--- src/rtl/rasr_pkg.sv ---
// Package for the rational add/subtract/reduce block: word types, operation codes
// and width constants. It has no dependencies.
package rasr_pkg;

    localparam int DATA_WIDTH_DEF = 32;

    typedef enum logic [1:0] {
        OP_REDUCE = 2'd0,
        OP_ADD    = 2'd1,
        OP_SUB    = 2'd2,
        OP_INC    = 2'd3
    } op_t;

    typedef struct packed {
        logic [1:0]         req_type;
        logic signed [31:0] a_num;
        logic signed [31:0] a_den;
        logic signed [31:0] b_num;
        logic signed [31:0] b_den;
    } req_t;

    typedef struct packed {
        logic signed [31:0] res_num;
        logic [30:0]        res_den;
        logic               zero_den_error;
    } res_t;

    // Commands from the controller to the datapath.
    typedef struct packed {
        logic load;
        logic mul1;
        logic mul2;
        logic form;
        logic gcd_step;
        logic div_init;
        logic div_step;
        logic finish;
    } cmd_t;

    // Status from the datapath to the controller.
    typedef struct packed {
        logic special;
        logic gcd_done;
        logic div_done;
    } stat_t;

endpackage

--- src/rtl/rasr_ctrl.sv ---
// Controller state machine of the rational add/subtract/reduce block.
// Depends on rasr_pkg for the command and status structs.
module rasr_ctrl (
    input  logic            clk,
    input  logic            rst_n,
    input  logic            start,
    output logic            busy,
    output logic            done,
    output rasr_pkg::cmd_t  cmd,
    input  rasr_pkg::stat_t stat
);
    import rasr_pkg::*;

    typedef enum logic [6:0] {
        S_IDLE = 7'b0000001,
        S_MUL1 = 7'b0000010,
        S_MUL2 = 7'b0000100,
        S_FORM = 7'b0001000,
        S_GCD  = 7'b0010000,
        S_DIV  = 7'b0100000,
        S_DONE = 7'b1000000
    } state_t;

    state_t state_reg, state_next;

    // Next state and commands.
    always_comb
    begin
        state_next = state_reg;
        cmd = '0;
        unique case (state_reg)
            S_IDLE:
            begin
                if (start)
                begin
                    cmd.load = 1'b1;
                    state_next = S_MUL1;
                end
            end
            S_MUL1:
            begin
                cmd.mul1 = 1'b1;
                state_next = S_MUL2;
            end
            S_MUL2:
            begin
                cmd.mul2 = 1'b1;
                state_next = S_FORM;
            end
            S_FORM:
            begin
                cmd.form = 1'b1;
                state_next = S_GCD;
            end
            S_GCD:
            begin
                if (stat.special)
                begin
                    state_next = S_DONE;
                end
                else if (stat.gcd_done)
                begin
                    cmd.div_init = 1'b1;
                    state_next = S_DIV;
                end
                else
                begin
                    cmd.gcd_step = 1'b1;
                end
            end
            S_DIV:
            begin
                if (stat.div_done)
                begin
                    state_next = S_DONE;
                end
                else
                begin
                    cmd.div_step = 1'b1;
                end
            end
            S_DONE:
            begin
                cmd.finish = 1'b1;
                state_next = S_IDLE;
            end
            default: state_next = S_IDLE;
        endcase
    end

    always_ff @(posedge clk or negedge rst_n)
    begin
        if (!rst_n)
            state_reg <= S_IDLE;
        else
            state_reg <= state_next;
    end

    assign busy = (state_reg != S_IDLE);
    assign done = (state_reg == S_DONE);

endmodule

--- src/rtl/rasr_dp.sv ---
// Datapath of the rational add/subtract/reduce block: raw fraction forming,
// binary GCD and two restoring dividers that run side by side. Depends on rasr_pkg.
module rasr_dp #(
    parameter int DATA_WIDTH = rasr_pkg::DATA_WIDTH_DEF
) (
    input  logic                  clk,
    input  logic                  rst_n,
    input  rasr_pkg::cmd_t        cmd,
    output rasr_pkg::stat_t       stat,
    input  logic [1:0]            op,
    input  logic [DATA_WIDTH-1:0] a_num,
    input  logic [DATA_WIDTH-1:0] a_den,
    input  logic [DATA_WIDTH-1:0] b_num,
    input  logic [DATA_WIDTH-1:0] b_den,
    output logic [DATA_WIDTH-1:0] out_num,
    output logic [DATA_WIDTH-2:0] out_den,
    output logic                  out_err
);
    import rasr_pkg::*;

    localparam int W  = DATA_WIDTH;
    localparam int CW = $clog2(W + 1);

    logic [W-1:0] an_reg, ad_reg, bn_reg, bd_reg;
    logic [1:0]   op_reg;
    logic [W-1:0] p0_reg, p1_reg, p2_reg;
    logic [W-1:0] nm_reg, dm_reg;
    logic         neg_reg, special_reg, err_reg;
    logic [W-1:0] gx_reg, gy_reg;
    logic [CW-1:0] sh_reg;
    logic [W-1:0] g_reg;
    logic [W-1:0] qn_reg, qd_reg, rn_reg, rd_reg;
    logic [CW-1:0] cnt_reg;
    logic [W-1:0] raw_n, raw_d;
    logic [W-1:0] mag_n, mag_d;
    logic [W-1:0] gdiff;
    logic [W:0]   trn, trd;
    logic [W-1:0] fin_n;
    logic [W-2:0] fin_d;

    // Raw fraction from the operand registers and products.
    always_comb
    begin
        case (op_t'(op_reg))
            OP_ADD:
            begin
                raw_n = p0_reg + p1_reg;
                raw_d = p2_reg;
            end
            OP_SUB:
            begin
                raw_n = p0_reg - p1_reg;
                raw_d = p2_reg;
            end
            OP_INC:
            begin
                raw_n = an_reg + ad_reg;
                raw_d = ad_reg;
            end
            default:
            begin
                raw_n = an_reg;
                raw_d = ad_reg;
            end
        endcase
        mag_n = raw_n[W-1] ? (~raw_n + 1'b1) : raw_n;
        mag_d = raw_d[W-1] ? (~raw_d + 1'b1) : raw_d;
        gdiff = (gx_reg > gy_reg) ? (gx_reg - gy_reg) : (gy_reg - gx_reg);
        trn = {rn_reg[W-2:0], qn_reg[W-1]} - {1'b0, g_reg};
        trd = {rd_reg[W-2:0], qd_reg[W-1]} - {1'b0, g_reg};
    end

    // Operand capture, products, GCD and division.
    always_ff @(posedge clk)
    begin
        if (cmd.load)
        begin
            op_reg <= op;
            an_reg <= a_num;
            ad_reg <= a_den;
            bn_reg <= b_num;
            bd_reg <= b_den;
        end
        if (cmd.mul1)
        begin
            p0_reg <= an_reg * bd_reg;
            p1_reg <= ad_reg * bn_reg;
        end
        if (cmd.mul2)
            p2_reg <= ad_reg * bd_reg;
        if (cmd.form)
        begin
            nm_reg  <= mag_n;
            dm_reg  <= mag_d;
            gx_reg  <= mag_n;
            gy_reg  <= mag_d;
            sh_reg  <= '0;
            neg_reg <= raw_n[W-1] ^ raw_d[W-1];
            err_reg <= (raw_d == '0);
        end
        // Binary GCD: strip common twos, then strip odd factors of two and subtract.
        if (cmd.gcd_step)
        begin
            if (!gx_reg[0] && !gy_reg[0])
            begin
                gx_reg <= gx_reg >> 1;
                gy_reg <= gy_reg >> 1;
                sh_reg <= sh_reg + 1'b1;
            end
            else if (!gx_reg[0])
                gx_reg <= gx_reg >> 1;
            else if (!gy_reg[0])
                gy_reg <= gy_reg >> 1;
            else if (gx_reg > gy_reg)
                gx_reg <= gdiff;
            else
                gy_reg <= gdiff;
        end
        if (cmd.div_init)
        begin
            g_reg   <= gx_reg << sh_reg;
            qn_reg  <= nm_reg;
            qd_reg  <= dm_reg;
            rn_reg  <= '0;
            rd_reg  <= '0;
            cnt_reg <= '0;
        end
        // One quotient bit of both divisions per step.
        if (cmd.div_step)
        begin
            cnt_reg <= cnt_reg + 1'b1;
            if (!trn[W])
            begin
                rn_reg <= trn[W-1:0];
                qn_reg <= {qn_reg[W-2:0], 1'b1};
            end
            else
            begin
                rn_reg <= {rn_reg[W-2:0], qn_reg[W-1]};
                qn_reg <= {qn_reg[W-2:0], 1'b0};
            end
            if (!trd[W])
            begin
                rd_reg <= trd[W-1:0];
                qd_reg <= {qd_reg[W-2:0], 1'b1};
            end
            else
            begin
                rd_reg <= {rd_reg[W-2:0], qd_reg[W-1]};
                qd_reg <= {qd_reg[W-2:0], 1'b0};
            end
        end
    end

    // Zero numerator or denominator skips the reduction.
    always_ff @(posedge clk or negedge rst_n)
    begin
        if (!rst_n)
            special_reg <= 1'b0;
        else if (cmd.form)
            special_reg <= (raw_d == '0) || (raw_n == '0);
    end

    // Result: sign to the numerator, saturate the denominator.
    always_comb
    begin
        fin_n = neg_reg ? (~qn_reg + 1'b1) : qn_reg;
        fin_d = qd_reg[W-1] ? {(W-1){1'b1}} : qd_reg[W-2:0];
        if (special_reg)
        begin
            out_num = '0;
            out_den = {{(W-2){1'b0}}, 1'b1};
        end
        else
        begin
            out_num = fin_n;
            out_den = fin_d;
        end
        out_err = special_reg & err_reg;
    end

    assign stat.special  = special_reg;
    assign stat.gcd_done = (gx_reg == gy_reg);
    assign stat.div_done = (cnt_reg == CW'(W));

endmodule

--- src/rtl/rational_add_sub_reduce.sv ---
// Top level of the rational add/subtract/reduce block.
// Depends on rasr_pkg, rasr_ctrl and rasr_dp.
//
// A request word is taken at a clock edge where start is high and busy is low.
// busy stays high until the result word has been shown; one request is in work
// at a time. The result word is on result for exactly one cycle, marked by
// done; the receiver cannot hold it off and must take it then.
// Order of work after the accepting edge: the states MUL1 and MUL2 multiply, FORM
// forms the raw fraction, then the binary GCD loop runs (one shift or subtract per
// cycle, until both values match), then the two restoring dividers run side by
// side, then the DONE state shows the result word. A zero numerator or denominator
// skips the GCD and division. The length of the GCD loop depends on the operands.
// The next request can be taken in the cycle after the result word.
// Reset returns the controller to idle; no result is pending after it.
module rational_add_sub_reduce #(
    parameter int DATA_WIDTH = rasr_pkg::DATA_WIDTH_DEF
) (
    input  logic           clk,
    input  logic           rst_n,
    input  logic           start,
    output logic           busy,
    input  rasr_pkg::req_t req,
    output logic           done,
    output rasr_pkg::res_t result
);
    import rasr_pkg::*;

    cmd_t  cmd;
    stat_t stat;
    logic [DATA_WIDTH-1:0] o_num;
    logic [DATA_WIDTH-2:0] o_den;
    logic                  o_err;

    rasr_ctrl u_ctrl (
        .clk   (clk),
        .rst_n (rst_n),
        .start (start),
        .busy  (busy),
        .done  (done),
        .cmd   (cmd),
        .stat  (stat)
    );

    rasr_dp #(.DATA_WIDTH(DATA_WIDTH)) u_dp (
        .clk     (clk),
        .rst_n   (rst_n),
        .cmd     (cmd),
        .stat    (stat),
        .op      (req.req_type),
        .a_num   (DATA_WIDTH'(req.a_num)),
        .a_den   (DATA_WIDTH'(req.a_den)),
        .b_num   (DATA_WIDTH'(req.b_num)),
        .b_den   (DATA_WIDTH'(req.b_den)),
        .out_num (o_num),
        .out_den (o_den),
        .out_err (o_err)
    );

    assign result.res_num        = 32'(o_num);
    assign result.res_den        = 31'(o_den);
    assign result.zero_den_error = o_err;

    // A result word only appears while the block is busy.
    assert property (@(posedge clk) disable iff (!rst_n) done |-> busy)
        else $error("done without busy");
    // Result is seen for one cycle only.
    assert property (@(posedge clk) disable iff (!rst_n) done |=> !done)
        else $error("done held");
    // An error result is always 0/1.
    assert property (@(posedge clk) disable iff (!rst_n)
        (done && result.zero_den_error) |-> (result.res_num == 0 && result.res_den == 1))
        else $error("bad error result");

endmodule

--- config.mk ---
export PLATFORM = sky130hd
export DESIGN_NAME = rational_add_sub_reduce
export DESIGN_NICKNAME = d
export VERILOG_FILES = /design/src/rtl/rasr_pkg.sv /design/src/rtl/rasr_ctrl.sv /design/src/rtl/rasr_dp.sv /design/src/rtl/rational_add_sub_reduce.sv
export SDC_FILE = /design/constraint.sdc
export NUM_CORES = 2
export LEC_CHECK = 0
export ABC_AREA = 0
export BUFFER_PORTS_ARGS = -buffer_cell sky130_fd_sc_hd__buf_2
export CAP_MARGIN = 10
export CORE_MARGIN = 3
export CORE_UTILIZATION = 45
export DETAILED_ROUTE_END_ITERATION = 7
export GPL_ROUTABILITY_DRIVEN = 0
export GPL_TIMING_DRIVEN = 0
export PLACE_DENSITY = 0.59
export SYNTH_ARGS = -nofsm -noshare
export SYNTH_HDL_FRONTEND = slang
export SYNTH_HIERARCHICAL = 1
export SYNTH_SLANG_ARGS = --single-unit
--- constraint.sdc ---
create_clock -name clk -period 10 [get_ports clk]
set_input_delay 1 -clock clk [delete_from_list [all_inputs] [get_ports clk]]
set_output_delay 1 -clock clk [all_outputs]
set_load 0.03 [all_outputs]
==> metrics.md <==
| Metric | Value |
|---|---|
| Status | finished clean |
| Reg2reg start | u_dp/ad_reg[4]$_DFFE_PP_ |
| Length of the first detailed-routing pass in iterations | 7 |
| Min Tclk post-route | 9990 ps |
| Layout net count | 11.0k |
| Crit path arrival time | 10330 ps |
| Max Fclk | 100 MHz |
| Worst R2R Path Depth | 28 |
| Final core utilization | 0.495 |
| RSZ-0062 raised after global routing | no |
| Final HPWL DP | 255000 µm |
| Worst-Margin Slew | 1490 ps |
| Clock buffer depth | 3 |
| Clock latency on the worst-skew pair | 700 ps |
| CTS tree | done |
| Hold-fix buffers, CTS | 0 |
| First-pass GRT wire length | 457000 µm |
| Row Count | 155 |
| Ratio of cells with drive above 1 in the final layout | 0.0630 |
| Clk sinks | 534 |
| Die Area | 187000 µm² |
| Largest net degree at the start of global routing | 55 |
| Setup CP Type | reg -> reg |
| WL/cell | 27.6 µm |
| Htree depth | 3 |
| Setup violators final | 0 |
| Starting density of the core | 0.456 |
| Die height | 432 µm |
| YS warnings | 6 |
| Crit start category | flop |
| Clk pin slew, worst setup/hold paths | 60 ps |
| Syn nets | 10.7k |
| CP Capture Type | flop |
| Clock Tree Root | clkbuf_16 |
| Final Hold Fails | 0 |
| Syn_area_per_cell | 9.36 µm² |
| Clock skew | 36.9 ps |
| Number of max-cap violations | 0 |
| Reg2Reg Setup Slack | 10 ps |
| Port Buffers | 198 |
| Number of antenna violations at the first check in global routing | 35 |
| Critical Path Most Common Cell | fa_1 |
| CP Max Fanout | 10 |
| Final WL | 317000 µm |
| Grt ovf | 0 |
| Reg-to-Reg End | u_dp/p2_reg[31]$_DFFE_PP_ |
| Cell Area, Synth | 81800 µm² |
| Post-synthesis instance total | 8739 |
| Slew Viols, Final | 0 |
| Vias in the first global route | 67.1k |
| Slew Limit Headroom | 0.00709 |
| Total CTS buffers | 67 |
| WP data required | 10350 ps |
| Global Route Usage Sum | 0.339 |
| Drt via density | 5.77 |
| DRC Markers | 0 |
| Largest stage delay, worst path | 940 ps |
| Layout Area Growth over Synthesis | 8.57% |
| Via count | 66.2k |
| Final Cycle Share | 0.999 |
| Initial DRC count | 7060 |
| Die W | 432 µm |
| I/O Pins | 199 |
| Slowest cell on the critical path | clkbuf_1 |
| CORE AREA | 180000 µm² |
| Routed Antenna Nets | 0 |
| Min-delay worst type | in -> async |
[worst max-delay path, delay by kind of cell, from the launching register on]
| family | cells | cell delay (ps) |
|---|---|---|
| buf+inv | 5 | 1510 |
| xor+xnor | 1 | 320 |
| fa+ha+maj | 9 | 3750 |
| compound gates | 9 | 2490 |
| simple gates | 4 | 640 |
| flops | 1 | 900 |
[cell type report]
class	count	area, µm²
Inverter	1429	5360
Antenna cell	28	70.1
Multi-Input combinational cell	6307	59300
Clock buffer	80	1750
Buffer	469	1950
Tap cell	2355	2950
Fill cell	16900	90700
Clock inverter	43	507
Sequential cell	534	15300
Timing Repair Buffer	237	1660
[metal layers]
layer	track usage	routed length, µm
met2	0.508	136000
met3	0.107	37500
met1	0.414	115000
met4	0.241	28000
met5	0.00885	289
[worst max path at each step]
| stage | startpoint | to | depth (start not counted) |
|---|---|---|---|
| 6_report | u_dp/ad_reg[4]$_DFFE_PP_ | u_dp/p2_reg[31]$_DFFE_PP_ | 28 |
| 4_1_cts | u_dp/ad_reg[14]$_DFFE_PP_ | u_dp/p1_reg[31]$_DFFE_PP_ | 24 |
| 3_3_place_gp | u_dp/ad_reg[2]$_DFFE_PP_ | u_dp/p1_reg[31]$_DFFE_PP_ | 26 |
| 2_1_floorplan | u_dp/ad_reg[7]$_DFFE_PP_ | u_dp/p2_reg[31]$_DFFE_PP_ | 28 |
| 5_1_grt | u_dp/ad_reg[9]$_DFFE_PP_ | u_dp/p1_reg[30]$_DFFE_PP_ | 26 |
| 3_5_place_dp | u_dp/ad_reg[2]$_DFFE_PP_ | u_dp/p2_reg[31]$_DFFE_PP_ | 30 |
[stage by stage]
step | hold WS, ps | area (µm²) | setup TNS [ps] | setup WS [ps] | std cells
CTS | 80.4 | 88600 | 0 | 10.2 | 11400
finish | 144 | 88800 | 0 | 12.6 | 11500
global placement | 476 | 85800 | -25940 | -710 | 11300
global route | 113 | 88800 | 0 | 0.642 | 11500
detailed placement | 489 | 86300 | -308 | -128 | 11300
floorplan | 454 | 81800 | 0 | 2750 | 8739
[placed cells by master, fill, tap and decap left out, types with 71 or more instances in the layout]
master / count
inv_1: 1426
a21o_1: 92
and2_1: 809
nand2_1: 1084
edfxtp_1: 456
fa_1: 1230
nor2_1: 354
clkbuf_1: 393
o21ai_0: 229
mux2i_1: 118
ha_1: 569
xnor2_1: 369
nor2b_1: 72
a21oi_1: 306
mux2_2: 71
buf_2: 218
xor2_1: 144
[timing repair]
| item | 4_1_cts | 5_1_grt |
|---|---|---|
| endpoints found under the setup margin | 3 | 5 |
| cloned | 0 | 0 |
| resized for setup | 3 | 63 |
| buffers inserted | 0 | 11 |
| endpoints found under the hold margin | 0 | 0 |
Power is left out: the tool's default activity adds up to more than one toggle a clock period on the data nets, which glitch-free logic cannot reach.
